$ cat src/rtl/nsp_pkg.sv
// Shared types and constants for the note sequence player.
// Holds the item structs, operation, mode and register codes and the speed table.
// No dependencies.
`timescale 1ns / 1ps
`default_nettype none

package nsp_pkg;

  // Operation codes of an input item.
  localparam logic [1:0] OP_LOAD  = 2'd0;
  localparam logic [1:0] OP_START = 2'd1;
  localparam logic [1:0] OP_TICK  = 2'd2;

  // Playback modes.
  localparam logic [1:0] MODE_LOAD = 2'd0;
  localparam logic [1:0] MODE_NOTE = 2'd1;
  localparam logic [1:0] MODE_GAP  = 2'd2;
  localparam logic [1:0] MODE_END  = 2'd3;

  // Configuration register indexes.
  localparam logic [2:0] REG_NOTE_UNIT = 3'd0;
  localparam logic [2:0] REG_GAP       = 3'd1;
  localparam logic [2:0] REG_REST_NOTE = 3'd2;
  localparam logic [2:0] REG_DB_PERIOD = 3'd3;
  localparam logic [2:0] REG_DB_COUNT  = 3'd4;

  // Half-millisecond steps for 0.5x, 1x, 2x and 4x.
  localparam logic [3:0] SPEED_STEPS [4] = '{4'd1, 4'd2, 4'd4, 4'd8};

  // Percent scale and the width of played_ms * 100 plus rounding.
  localparam logic [6:0] PCT_SCALE = 7'd100;
  localparam int         NUM_W     = 39;

  typedef struct packed {
    logic [1:0] op;
    logic [7:0] note_in;
    logic [7:0] length_in;
    logic       key_pause_down;
    logic       key_speed_down;
  } in_item_t;

  typedef struct packed {
    logic [7:0] note_out;
    logic       tone_on;
    logic [1:0] mode;
    logic       is_paused;
    logic [6:0] percent;
    logic [2:0] speed_level;
  } out_item_t;

endpackage

`default_nettype wire

$ cat src/rtl/note_sequence_player_unit.sv
// Note sequence player: score store, playback sequencer and serial percent divider.
// Depends on nsp_pkg. A load goes to the percent step directly; a tick runs up to four substeps,
// each of which may load a note; a start first sums the time of all entries, then loads the first note.
// End mode skips the percent divider. A new transfer is taken at the edge that ends
// the strobe cycle; the receiver cannot stall. Synchronous reset clears all state but the
// score store, num_r, quo_r and out_data_r; there is no clearing pass.
`timescale 1ns / 1ps
`default_nettype none

module note_sequence_player_unit #(
  parameter int MAX_ENTRIES = 128
) (
  input  wire logic               clk,
  input  wire logic               rst_n,
  input  wire logic               start,
  output logic                    busy,
  input  wire nsp_pkg::in_item_t  in_data,
  output logic                    out_valid,
  output nsp_pkg::out_item_t      out_data,
  input  wire logic               cfg_we,
  input  wire logic [2:0]         cfg_index,
  input  wire logic [7:0]         cfg_wdata
);
  import nsp_pkg::*;

  localparam int CW = $clog2(MAX_ENTRIES + 1);
  localparam int AW = (MAX_ENTRIES > 1) ? $clog2(MAX_ENTRIES) : 1;
  localparam logic [CW-1:0] MAX_CNT = CW'(MAX_ENTRIES);

  typedef enum logic [3:0] {
    S_IDLE, S_TOT_RD, S_TOT_ACC, S_LD_RD, S_LD_APPLY,
    S_SUB, S_PCT_MUL, S_PCT_DIV, S_DONE
  } state_t;

  // Score store.
  logic [15:0]   score_mem [MAX_ENTRIES];
  logic [15:0]   rd_data_r;
  logic [AW-1:0] rd_addr;
  logic          mem_we;

  state_t        state_r, state_nxt;
  logic [7:0]    unit_r, unit_nxt, gap_cfg_r, gap_cfg_nxt, rest_r, rest_nxt;
  logic [3:0]    period_r, period_nxt;
  logic [2:0]    dbcnt_r, dbcnt_nxt;
  logic [CW-1:0] entry_count_r, entry_count_nxt, read_pos_r, read_pos_nxt, idx_r, idx_nxt;
  logic [1:0]    mode_r, mode_nxt;
  logic          pause_r, pause_nxt;
  logic [7:0]    note_r, note_nxt;
  logic [15:0]   note_left_r, note_left_nxt;
  logic [7:0]    gap_left_r, gap_left_nxt;
  logic [31:0]   played_r, played_nxt, total_r, total_nxt, sum_r, sum_nxt;
  logic [1:0]    speed_r, speed_nxt;
  logic [3:0]    acc_r, acc_nxt;
  logic [3:0]    sdiv_r, sdiv_nxt;
  logic [2:0]    pcnt_r, pcnt_nxt, scnt_r, scnt_nxt;
  logic          plock_r, plock_nxt, slock_r, slock_nxt;
  logic [NUM_W-1:0] num_r, num_nxt;
  logic [6:0]    quo_r, quo_nxt;
  logic [2:0]    bit_r, bit_nxt;
  logic          out_valid_r, out_valid_nxt;
  out_item_t     out_data_r, out_data_nxt;

  // Shared 8x8 multiplier for entry time and note length.
  logic [15:0]      unit_prod;
  logic [NUM_W-1:0] pct_prod, trial;
  logic [3:0]       sdiv_inc;
  logic             accept;

  assign unit_prod = {8'd0, unit_r} * {8'd0, rd_data_r[7:0]};
  assign pct_prod  = {7'd0, played_r} * NUM_W'(PCT_SCALE);
  assign trial     = {7'd0, total_r} << bit_r;
  assign sdiv_inc  = sdiv_r + 4'd1;
  assign accept    = start && !busy;
  assign rd_addr   = (state_r == S_TOT_RD) ? idx_r[AW-1:0] : read_pos_r[AW-1:0];
  assign mem_we    = accept && (in_data.op == OP_LOAD) && (entry_count_r < MAX_CNT);

  // Store write and registered read.
  always_ff @(posedge clk) begin
    if (mem_we) begin
      score_mem[entry_count_r[AW-1:0]] <= {in_data.note_in, in_data.length_in};
    end
    rd_data_r <= score_mem[rd_addr];
  end

  // Sequencer next-state logic.
  always_comb begin
    state_nxt = state_r;
    unit_nxt = unit_r;         gap_cfg_nxt = gap_cfg_r;   rest_nxt = rest_r;
    period_nxt = period_r;     dbcnt_nxt = dbcnt_r;
    entry_count_nxt = entry_count_r; read_pos_nxt = read_pos_r; idx_nxt = idx_r;
    mode_nxt = mode_r;         pause_nxt = pause_r;       note_nxt = note_r;
    note_left_nxt = note_left_r; gap_left_nxt = gap_left_r;
    played_nxt = played_r;     total_nxt = total_r;       sum_nxt = sum_r;
    speed_nxt = speed_r;       acc_nxt = acc_r;           sdiv_nxt = sdiv_r;
    pcnt_nxt = pcnt_r;         scnt_nxt = scnt_r;
    plock_nxt = plock_r;       slock_nxt = slock_r;
    num_nxt = num_r;           quo_nxt = quo_r;           bit_nxt = bit_r;
    out_valid_nxt = 1'b0;      out_data_nxt = out_data_r;

    // Configuration writes.
    if (cfg_we) begin
      unique case (cfg_index)
        REG_NOTE_UNIT: unit_nxt = cfg_wdata;
        REG_GAP:       gap_cfg_nxt = cfg_wdata;
        REG_REST_NOTE: rest_nxt = cfg_wdata;
        REG_DB_PERIOD: period_nxt = cfg_wdata[3:0];
        REG_DB_COUNT:  dbcnt_nxt = cfg_wdata[2:0];
        default: ;
      endcase
    end

    unique case (state_r)
      S_IDLE: begin
        if (accept) begin
          state_nxt = S_PCT_MUL;
          unique case (in_data.op)
            OP_LOAD: begin
              if (entry_count_r < MAX_CNT) entry_count_nxt = entry_count_r + 1'b1;
            end
            OP_START: begin
              read_pos_nxt = '0;
              played_nxt = '0;
              acc_nxt = '0;
              sum_nxt = '0;
              idx_nxt = '0;
              state_nxt = S_TOT_RD;
            end
            OP_TICK: begin
              // Key sampling and debounce.
              if (sdiv_inc < period_r) begin
                sdiv_nxt = sdiv_inc;
              end else begin
                sdiv_nxt = '0;
                if (in_data.key_pause_down) begin
                  if (pcnt_r < dbcnt_r) pcnt_nxt = pcnt_r + 3'd1;
                  else if (!plock_r) begin
                    plock_nxt = 1'b1;
                    pause_nxt = !pause_r;
                  end
                end else begin
                  pcnt_nxt = '0;
                  plock_nxt = 1'b0;
                end
                if (in_data.key_speed_down) begin
                  if (scnt_r < dbcnt_r) scnt_nxt = scnt_r + 3'd1;
                  else if (!slock_r) begin
                    slock_nxt = 1'b1;
                    speed_nxt = speed_r + 2'd1;
                  end
                end else begin
                  scnt_nxt = '0;
                  slock_nxt = 1'b0;
                end
              end
              if (!pause_nxt && mode_r != MODE_END) acc_nxt = acc_r + SPEED_STEPS[speed_nxt];
              state_nxt = S_SUB;
            end
            default: ;
          endcase
        end
      end

      // Total time: one store read and one multiply-add per entry.
      S_TOT_RD: begin
        if (idx_r < entry_count_r) begin
          state_nxt = S_TOT_ACC;
        end else begin
          total_nxt = (sum_r == 32'd0) ? 32'd1 : sum_r;
          state_nxt = S_LD_RD;
        end
      end
      S_TOT_ACC: begin
        sum_nxt = sum_r + {16'd0, unit_prod} + {24'd0, gap_cfg_r};
        idx_nxt = idx_r + 1'b1;
        state_nxt = S_TOT_RD;
      end

      // Load the next note, or end the score.
      S_LD_RD: begin
        if (read_pos_r >= entry_count_r) begin
          mode_nxt = MODE_END;
          note_nxt = '0;
          played_nxt = total_nxt;
          state_nxt = S_SUB;
        end else begin
          state_nxt = S_LD_APPLY;
        end
      end
      S_LD_APPLY: begin
        read_pos_nxt = read_pos_r + 1'b1;
        note_nxt = rd_data_r[15:8];
        note_left_nxt = unit_prod;
        gap_left_nxt = gap_cfg_r;
        mode_nxt = MODE_NOTE;
        state_nxt = S_SUB;
      end

      // One millisecond substep per pass while the accumulator holds two halves.
      S_SUB: begin
        if (acc_r >= 4'd2) begin
          acc_nxt = acc_r - 4'd2;
          unique case (mode_r)
            MODE_LOAD: state_nxt = S_LD_RD;
            MODE_NOTE: begin
              if (note_left_r != 16'd0) begin
                note_left_nxt = note_left_r - 16'd1;
                if (played_r < total_r) played_nxt = played_r + 32'd1;
              end
              if (note_left_r <= 16'd1) mode_nxt = MODE_GAP;
            end
            MODE_GAP: begin
              if (gap_left_r != 8'd0) begin
                gap_left_nxt = gap_left_r - 8'd1;
                if (played_r < total_r) played_nxt = played_r + 32'd1;
              end
              if (gap_left_r <= 8'd1) state_nxt = S_LD_RD;
            end
            default: ;
          endcase
        end else begin
          state_nxt = S_PCT_MUL;
        end
      end

      // Percent: numerator with rounding, then restoring division one bit a cycle; end mode takes full scale.
      S_PCT_MUL: begin
        num_nxt = pct_prod + {8'd0, total_r[31:1]};
        quo_nxt = '0;
        bit_nxt = 3'd6;
        state_nxt = (mode_r == MODE_END) ? S_DONE : S_PCT_DIV;
        if (mode_r == MODE_END) quo_nxt = PCT_SCALE;
      end
      S_PCT_DIV: begin
        if (num_r >= trial) begin
          num_nxt = num_r - trial;
          quo_nxt[bit_r] = 1'b1;
        end
        if (bit_r == 3'd0) state_nxt = S_DONE;
        else bit_nxt = bit_r - 3'd1;
      end

      // Result transfer.
      S_DONE: begin
        out_valid_nxt = 1'b1;
        out_data_nxt.note_out = note_r;
        out_data_nxt.tone_on = (mode_r == MODE_NOTE) && !pause_r && (note_r != rest_r);
        out_data_nxt.mode = mode_r;
        out_data_nxt.is_paused = pause_r;
        out_data_nxt.percent = (quo_r > PCT_SCALE) ? PCT_SCALE : quo_r;
        out_data_nxt.speed_level = {1'b0, speed_r} + 3'd1;
        state_nxt = S_IDLE;
      end
      default: state_nxt = S_IDLE;
    endcase
  end

  // State and registered outputs.
  always_ff @(posedge clk) begin
    if (!rst_n) begin
      state_r <= S_IDLE;
      unit_r <= 8'd125;  gap_cfg_r <= 8'd5;  rest_r <= 8'd0;
      period_r <= 4'd5;  dbcnt_r <= 3'd4;
      entry_count_r <= '0; read_pos_r <= '0; idx_r <= '0;
      mode_r <= MODE_LOAD; pause_r <= 1'b0; note_r <= '0;
      note_left_r <= '0; gap_left_r <= '0;
      played_r <= '0;    total_r <= 32'd1;  sum_r <= '0;
      speed_r <= 2'd1;   acc_r <= '0;       sdiv_r <= '0;
      pcnt_r <= '0;      scnt_r <= '0;      plock_r <= 1'b0; slock_r <= 1'b0;
      bit_r <= '0;       out_valid_r <= 1'b0;
    end else begin
      state_r <= state_nxt;
      unit_r <= unit_nxt; gap_cfg_r <= gap_cfg_nxt; rest_r <= rest_nxt;
      period_r <= period_nxt; dbcnt_r <= dbcnt_nxt;
      entry_count_r <= entry_count_nxt; read_pos_r <= read_pos_nxt; idx_r <= idx_nxt;
      mode_r <= mode_nxt; pause_r <= pause_nxt; note_r <= note_nxt;
      note_left_r <= note_left_nxt; gap_left_r <= gap_left_nxt;
      played_r <= played_nxt; total_r <= total_nxt; sum_r <= sum_nxt;
      speed_r <= speed_nxt; acc_r <= acc_nxt; sdiv_r <= sdiv_nxt;
      pcnt_r <= pcnt_nxt; scnt_r <= scnt_nxt; plock_r <= plock_nxt; slock_r <= slock_nxt;
      bit_r <= bit_nxt; out_valid_r <= out_valid_nxt;
    end
    num_r <= num_nxt;
    quo_r <= quo_nxt;
    out_data_r <= out_data_nxt;
  end

  assign busy = (state_r != S_IDLE);
  assign out_valid = out_valid_r;
  assign out_data = out_data_r;

endmodule

`default_nettype wire

$ cat config.mk
export PLATFORM = sky130hd
export DESIGN_NAME = note_sequence_player_unit
export DESIGN_NICKNAME = d
export VERILOG_FILES = /design/src/rtl/nsp_pkg.sv /design/src/rtl/note_sequence_player_unit.sv
export SDC_FILE = /design/constraint.sdc
export NUM_CORES = 2
export LEC_CHECK = 0
export BUFFER_PORTS_ARGS = -buffer_cell sky130_fd_sc_hd__buf_2
export CORE_ASPECT_RATIO = 1.2
export CORE_MARGIN = 5
export CORE_UTILIZATION = 50
export CTS_CLUSTER_DIAMETER = 40
export DETAILED_ROUTE_END_ITERATION = 10
export GPL_ROUTABILITY_DRIVEN = 0
export HOLD_SLACK_MARGIN = 0.06
export PLACE_DENSITY = 0.74
export SYNTH_ARGS = -nofsm -noshare
export SYNTH_HDL_FRONTEND = slang
export SYNTH_SLANG_ARGS = --single-unit
export TNS_END_PERCENT = 20
$ cat constraint.sdc
create_clock -name clk -period 10.15 [get_ports clk]
set_input_delay 0 -clock clk [delete_from_list [all_inputs] [get_ports clk]]
set_output_delay 0 -clock clk [all_outputs]
set_load 0.03 [all_outputs]
# --- After elaboration in Yosys (flattened, before gate mapping) ---
# Memory sizes are Yosys's and may differ from the RTL's. A register that Yosys moved wholly into a read port is not among the register bits.
# Cells that the tools add are included.
word_totals:
  ff_bits: 280
  mem_bits_rw: 2048
  output_inout_bits: 24
  wordCells: 251
  memories: 1
memory_table:
  columns: ["memory", "words", "width", "rd", "rd_ports_with_merged_regs", "wr", "line_no", "source"]
  rows:
  - ["score_mem", 128, 16, 1, 1, 1, "note_sequence_player_unit.sv:36", "logic [15:0] score_mem [MAX_ENTRIES];"]
op_classes:
  n_addsub: 18
  multipliers: 2
  order_cmp: 15
  eq_ne: 42
  n_shift: 1
  n_mux: 84
  bitwise_logic: 4
  n_reduce_logical: 50
ops:
  columns: ["op", "count"]
  rows:
  - ["32-bit two-way mux", 8]
  - ["32-bit case mux with 2 select lines", 2]
  - ["32-bit case mux with 3 select lines", 1]
  - ["39-bit case mux with 2 select lines", 1]
  - ["8-bit case mux with 2 select lines", 4]
  - ["16-bit two-way mux", 3]
  - ["8-bit two-way mux", 6]
  - ["4-bit two-way mux", 11]
  - ["39-bit by 31-bit adder with 39-bit output", 1]
  - ["39-bit >= comparator", 1]
  - ["39-bit two-way mux", 1]
  - ["32-bit by 3-bit left shift with 39-bit output", 1]
  - ["39-bit subtractor", 1]
  - ["32-bit by 5-bit multiplier with 37-bit output, second input constant", 1]
  - ["32-bit by 1-bit adder with 32-bit output, second input constant", 1]
  - ["32-bit by 16-bit adder with 32-bit output", 1]
  - ["32-bit by 8-bit adder with 32-bit output", 1]
  - ["32-bit zero test", 1]
  - ["32-bit < comparator", 1]
  - ["16-bit case mux with 2 select lines", 1]
  - ["4-bit case mux with 8 select lines", 1]
  - ["5-bit AND reduction", 6]
  - ["2-bit != test, second input constant", 13]
  - ["8-bit by 1-bit adder with 8-bit output, second input constant", 3]
  - ["65 further kinds", 145]

# --- Longest topological paths before layout ---
depth:
  word_depth: 17
  ltp_mapped: 27

# --- Worst setup path after synthesis ---
# No wires, ideal clock.
synth_timing:
  kind: "reg-to-reg"
  from: "reg bit_r[0]"
  to: "reg num_r[0], enable pin"
  setup_ps: 506
  arrival_ps: 6912
  required_ps: 9644
  path_slack_ps: 2732
  path_stages_with_launch: 18
  period_less_slack_ps: 7418
  cell_sequence: "dfxtp_1 > clkbuf_1 > buf_1 > mux4_2 > mux2i_1 > ha_1 > clkbuf_1 > nand4_1 > nor3_1 > a221o_1 > a41oi_1 > o21ai_1 > a211oi_1 > o31a_1 > nor2_1 > a211o_1 > a21oi_1 > nor3_1"
synth_between:
  elab_chain_len: 4
synth_rtl:
  columns: ["item", "line_no", "source"]
  rows:
  - ["start: declaration", "note_sequence_player_unit.sv:59", "logic [2:0] bit_r, bit_nxt;"]
  - ["start signal: assignment", "note_sequence_player_unit.sv:280", "bit_r <= bit_nxt; out_valid_r <= out_valid_nxt;"]
  - ["32-bit by 3-bit left shift with 39-bit output", "note_sequence_player_unit.sv:71", "assign trial = {7'd0, total_r} << bit_r;"]
  - ["39-bit >= comparator", "note_sequence_player_unit.sv:234", "if (num_r >= trial) begin"]
  - ["2-bit != test (no source line)", null, null]
  - ["2-bit AND reduction (no source line)", null, null]
  - ["end signal: assignment", "note_sequence_player_unit.sv:282", "num_r <= num_nxt;"]
  - ["end: declaration", "note_sequence_player_unit.sv:57", "logic [NUM_W-1:0] num_r, num_nxt;"]
# Every way passes these cells.
# A chain may end at the register's enable or synchronous reset.

# --- Final worst setup path ---
layout_timing:
  from: "reg unit_r[4]"
  to: "reg sum_r[29]"
layout_between:
  elab_chain_len: 4
layout_rtl:
  columns: ["item", "line_no", "source"]
  rows:
  - ["start: declaration", "note_sequence_player_unit.sv:42", "logic [7:0] unit_r, unit_nxt, gap_cfg_r, gap_cfg_nxt, rest_r, rest_nxt;"]
  - ["start signal: assignment", "note_sequence_player_unit.sv:272", "unit_r <= unit_nxt; gap_cfg_r <= gap_cfg_nxt; rest_r <= rest_nxt;"]
  - ["8-bit by 8-bit multiplier with 16-bit output", "note_sequence_player_unit.sv:69", "assign unit_prod = {8'd0, unit_r} * {8'd0, rd_data_r[7:0]};"]
  - ["32-bit by 16-bit adder with 32-bit output", "note_sequence_player_unit.sv:173", "sum_nxt = sum_r + {16'd0, unit_prod} + {24'd0, gap_cfg_r};"]
  - ["32-bit by 8-bit adder with 32-bit output", "note_sequence_player_unit.sv:173", null]
  - ["32-bit case mux with 2 select lines", "note_sequence_player_unit.sv:112", "unique case (state_r)"]
  - ["end signal: assignment", "note_sequence_player_unit.sv:277", "played_r <= played_nxt; total_r <= total_nxt; sum_r <= sum_nxt;"]
  - ["end: declaration", "note_sequence_player_unit.sv:51", "logic [31:0] played_r, played_nxt, total_r, total_nxt, sum_r, sum_nxt;"]
# Every way passes these cells.

==> flow_summary_export.csv <==
group,metric,value,unit
run_status,status,"finished, final reports clean",
yosys,synth_area,0.104,mm²
critical_path,worst_path_largest_cell_delay,0.90,ns
placed_design,dp_hpwl,160000,µm
placed_design,dp_cells,9391,
yosys,synth-seq-area-share,0.652,
global_route,grt_pass1_wl,400000,µm
sta,min_period,7.06,ns
clock_tree,clkTransAtPathRegs,0.06,ns
critical_path,crit_top_cell,"fa_1",
critical_path,worstSetupPathType,"reg2reg",
global_route,grt_pass1_vias,63400,
critical_path,cp_max_fo,9,
sta,hold_viol,0,
clock_tree,post_cts_buffers,0,
floorplanning,die_area,0.218,mm²
drt,dr.pass1.iters,7,
critical_path,start_kind,"flip-flop",
clock_tree,cts-htree-levels,5,
yosys,ys_top_cells_by_area,"edfxtp_1, mux4_2, dfxtp_1",
sta,worst_pin_slew,1.33,ns
power_and_ir_drop,irDropWorstVdd,0.484,mV
global_route,grt_max_degree,125,
final_layout,syn_to_final_growth,13.4,%
floorplanning,num_io_pins,59,
final_layout,fillers,15400,
global_route,overflow,0,
sta,period_share,0.695,
floorplanning,initial_utilization,0.504,
yosys,synth_top_cell_area_share,0.608,
power_and_ir_drop,powerDensity,247,mW/mm²
final_layout,final_cells,9941,
yosys,postSynthNetCount,7110,
drt,routed_wl,266000,µm
sta,maxSlewHeadroom,0.106,
final_layout,drive_gt1_frac,0.178,
critical_path,slowest_stage,"a211oi_1",
global_route,track_usage,0.242,
floorplanning,die_w,427,µm
clock_tree,cts_tree,"yes",
sta,maxSlewViolCount,0,
floorplanning,coreArea,0.207,mm²
yosys,synth_seq_cells,2344,
critical_path,rrSetupSlack,3.09,ns
worst_hold_path,hold_depth,2,
yosys,synth_edf_count,2116,
drt,dr_total_vias,62200,
final_layout,ff_latch_area,0.0681,mm²
drt,ant_nets,0,
clock_tree,clock-sinks,2344,
final_layout,multi_input_area,0.0338,mm²
yosys,synth-main-ff-cell,"edfxtp_1",
global_route,antenna_found_initial,6,
power_and_ir_drop,power.static_leakage,41.0,nW
drt,wl_per_cell,26.7,µm
floorplanning,die_h,511,µm
yosys,yosys.area.top_type,"edfxtp_1",
critical_path,r2r_cells,24,
critical_path,worstSetupStartpoint,"unit_r[4]$_SDFFE_PN1P_",
yosys,synth.avg_cell_area,15.6,µm²
critical_path,arrival,7.80,ns
critical_path,cp_data_required_time,10.89,ns
sta,setup_viol,0,
clock_tree,insertion_delay,0.93,ns
yosys,synth_cells,6699,
yosys,synth-async-reset-ratio,0,
sta,fmax,0.142,GHz
drt,drc_errors,0,
final_layout,fin_util,0.571,
final_layout,nets,7374,
run,drv_cap,0,
sta,rsz0062_at_grt,"false",
sta,finClkSkew,0.0692,ns
yosys,yosys_warnings,0,
clock_tree,clk_path_buf_depth,4,
clock_tree,ctsRootBufferMaster,"clkbuf_16",
floorplanning,core.rowCount,183,
sta,fin_setup_tns,0,ns
final_layout,fin_area,0.118,mm²
worst_hold_path,hold_path_class,"in2reg",
critical_path,r2r_start,"unit_r[4]$_SDFFE_PN1P_",
critical_path,worstSetupEndpointType,"flip-flop",
yosys,synthDistinctLibCells,84,
critical_path,cp_cell_sequence,"nand2_1 > fa_1 > fa_1 > inv_1 > fa_1 > inv_1 > fa_1 > inv_1 > ha_1 > a21oi_1 > o21bai_1 > a21oi_1 > o21bai_1 > a21oi_1 > xnor2_1 > ha_1 > ha_1 > or3_1 > a211oi_1 > o41ai_1 > a211oi_1 > nor3b_1 > xnor2_1 > nor2_1",
placed_design,dpl_cell_area,0.109,mm²
placed_design,port_buffers,58,
drt,viasPerCell,6.26,
clock_tree,cts_made_buffers,283,
critical_path,cp-endpoint,"sum_r[29]$_SDFFE_PN0P_",
drt,drtIter0Drc,6817,
critical_path,regToRegEndpoint,"sum_r[29]$_SDFFE_PN0P_",
-- registers in the layout, summed over array words and instances (netlist names), 4 cells and up --
name,flops
quo_r,7
played_r,32
gap_cfg_r,8
rd_data_r,16
total_r,32
score_mem,2048
state_r,4
period_r,4
out_data,22
note_left_r,16
sdiv_r,4
gap_left_r,8
sum_r,32
idx_r,8
rest_r,8
note_r,8
entry_count_r,8
unit_r,8
read_pos_r,8
num_r,39
acc_r,4
-- cell families (layout without fill, tap and decap cells) --
logic type	after synthesis	after routing	synth area share
buffers and inverters	655	1120	0.0262
xor gates and xnor gates	176	176	0.0148
AOI/OAI and AO/OA	1049	1049	0.0675
muxes	638	638	0.125
DFF	2344	2344	0.652
and+or+nand+nor	1461	1461	0.0645
adders and majority gates	376	376	0.0504
other	0	2	0
-- per-stage QoR --
| stage | setup slack, ns | hold slack (ns) | power [mW] |
|---|---|---|---|
| 2_1_floorplan | 2.73 | 0.0989 | 17.6 |
| 3_5_place_dp | 3.20 | 0.310 | 19.4 |
| 6_report | 3.09 | 0.0917 | 29.3 |
| 3_3_place_gp | 3.35 | 0.307 | 19.2 |
| 4_1_cts | 3.20 | 0.0603 | 29.4 |
| 5_1_grt | 2.68 | 0.0848 | 30.8 |
-- critical path: cells and delay by family, from the launching register on --
family / cells / cell delay, ns
buffers and inverters: 3 / 0.14
xor gates and xnor gates: 2 / 0.41
adders and majority gates: 7 / 2.80
and+or+nand+nor: 4 / 0.74
DFF: 1 / 0.48
AOI/OAI and AO/OA: 8 / 2.34
-- layout make-up --
class	count	area share
timing repair buffer	316	0.0217
tap	2775	0.0293
antenna	2	0.0000423
clock buffer	319	0.0627
multi-input combinational	3700	0.285
sequential	2344	0.575
inverter	318	0.0101
clock inverter	167	0.0155
-- worst min-delay path by stage --
stage | to | from
2_1_floorplan | score_mem[0][0]$_DFFE_PP_ | in_data[2]
3_3_place_gp | gap_cfg_r[6]$_SDFFE_PN0P_ | cfg_wdata[6]
3_5_place_dp | gap_cfg_r[6]$_SDFFE_PN0P_ | cfg_wdata[6]
4_1_cts | score_mem[56][4]$_DFFE_PP_ | in_data[6]
5_1_grt | score_mem[57][4]$_DFFE_PP_ | in_data[6]
6_report | score_mem[97][4]$_DFFE_PP_ | in_data[6]
-- where the power goes --
part | switching (mW) | internal (mW)
Combinational | 4.66 | 3.81
Sequential | 0.182 | 10.6
Clock | 4.00 | 5.99
-- Yosys cell counts (31+ instances only) --
library cell	count
clkbuf_1	205
xnor2_1	96
a21o_1	89
a311oi_1	68
o21ai_0	93
a22oi_1	35
a21oi_1	273
fa_1	75
nand4_1	33
a211oi_1	201
nor3_1	64
ha_1	301
nand3_1	77
xor2_1	80
nand2_1	500
nand2b_1	32
nor2_1	425
mux4_2	530
a31oi_1	84
edfxtp_1	2116
inv_1	316
mux2i_1	105
and2_1	200
buf_4	31
o22ai_1	33
dfxtp_1	228
buf_2	66
-- routing by layer --
layer,global-route usage,vias to the layer above,share of wire
met2,0.402,3283,0.50
li1,-,26600,-
met1,0.309,31600,0.37
met4,0.118,0,0.058
met5,0,-,0
met3,0.0405,701,0.079
-- repair_timing --
action                                 CTS  global route
hold buffers                            62             0
endpoints found under the hold margin  919             0
gates resized for setup                  0             0
-- layout by cell type (no fill, tap or decap), drive strengths merged, types with 106 or more instances in the layout --
master	count
buf	254
and2	201
clkbuf	319
edfxtp	2116
a211oi	201
mux2i	106
ha	301
inv	364
nand2	500
nor2	425
dfxtp	228
mux4	530
a21oi	273
Power figures use the tool's default switching activity.
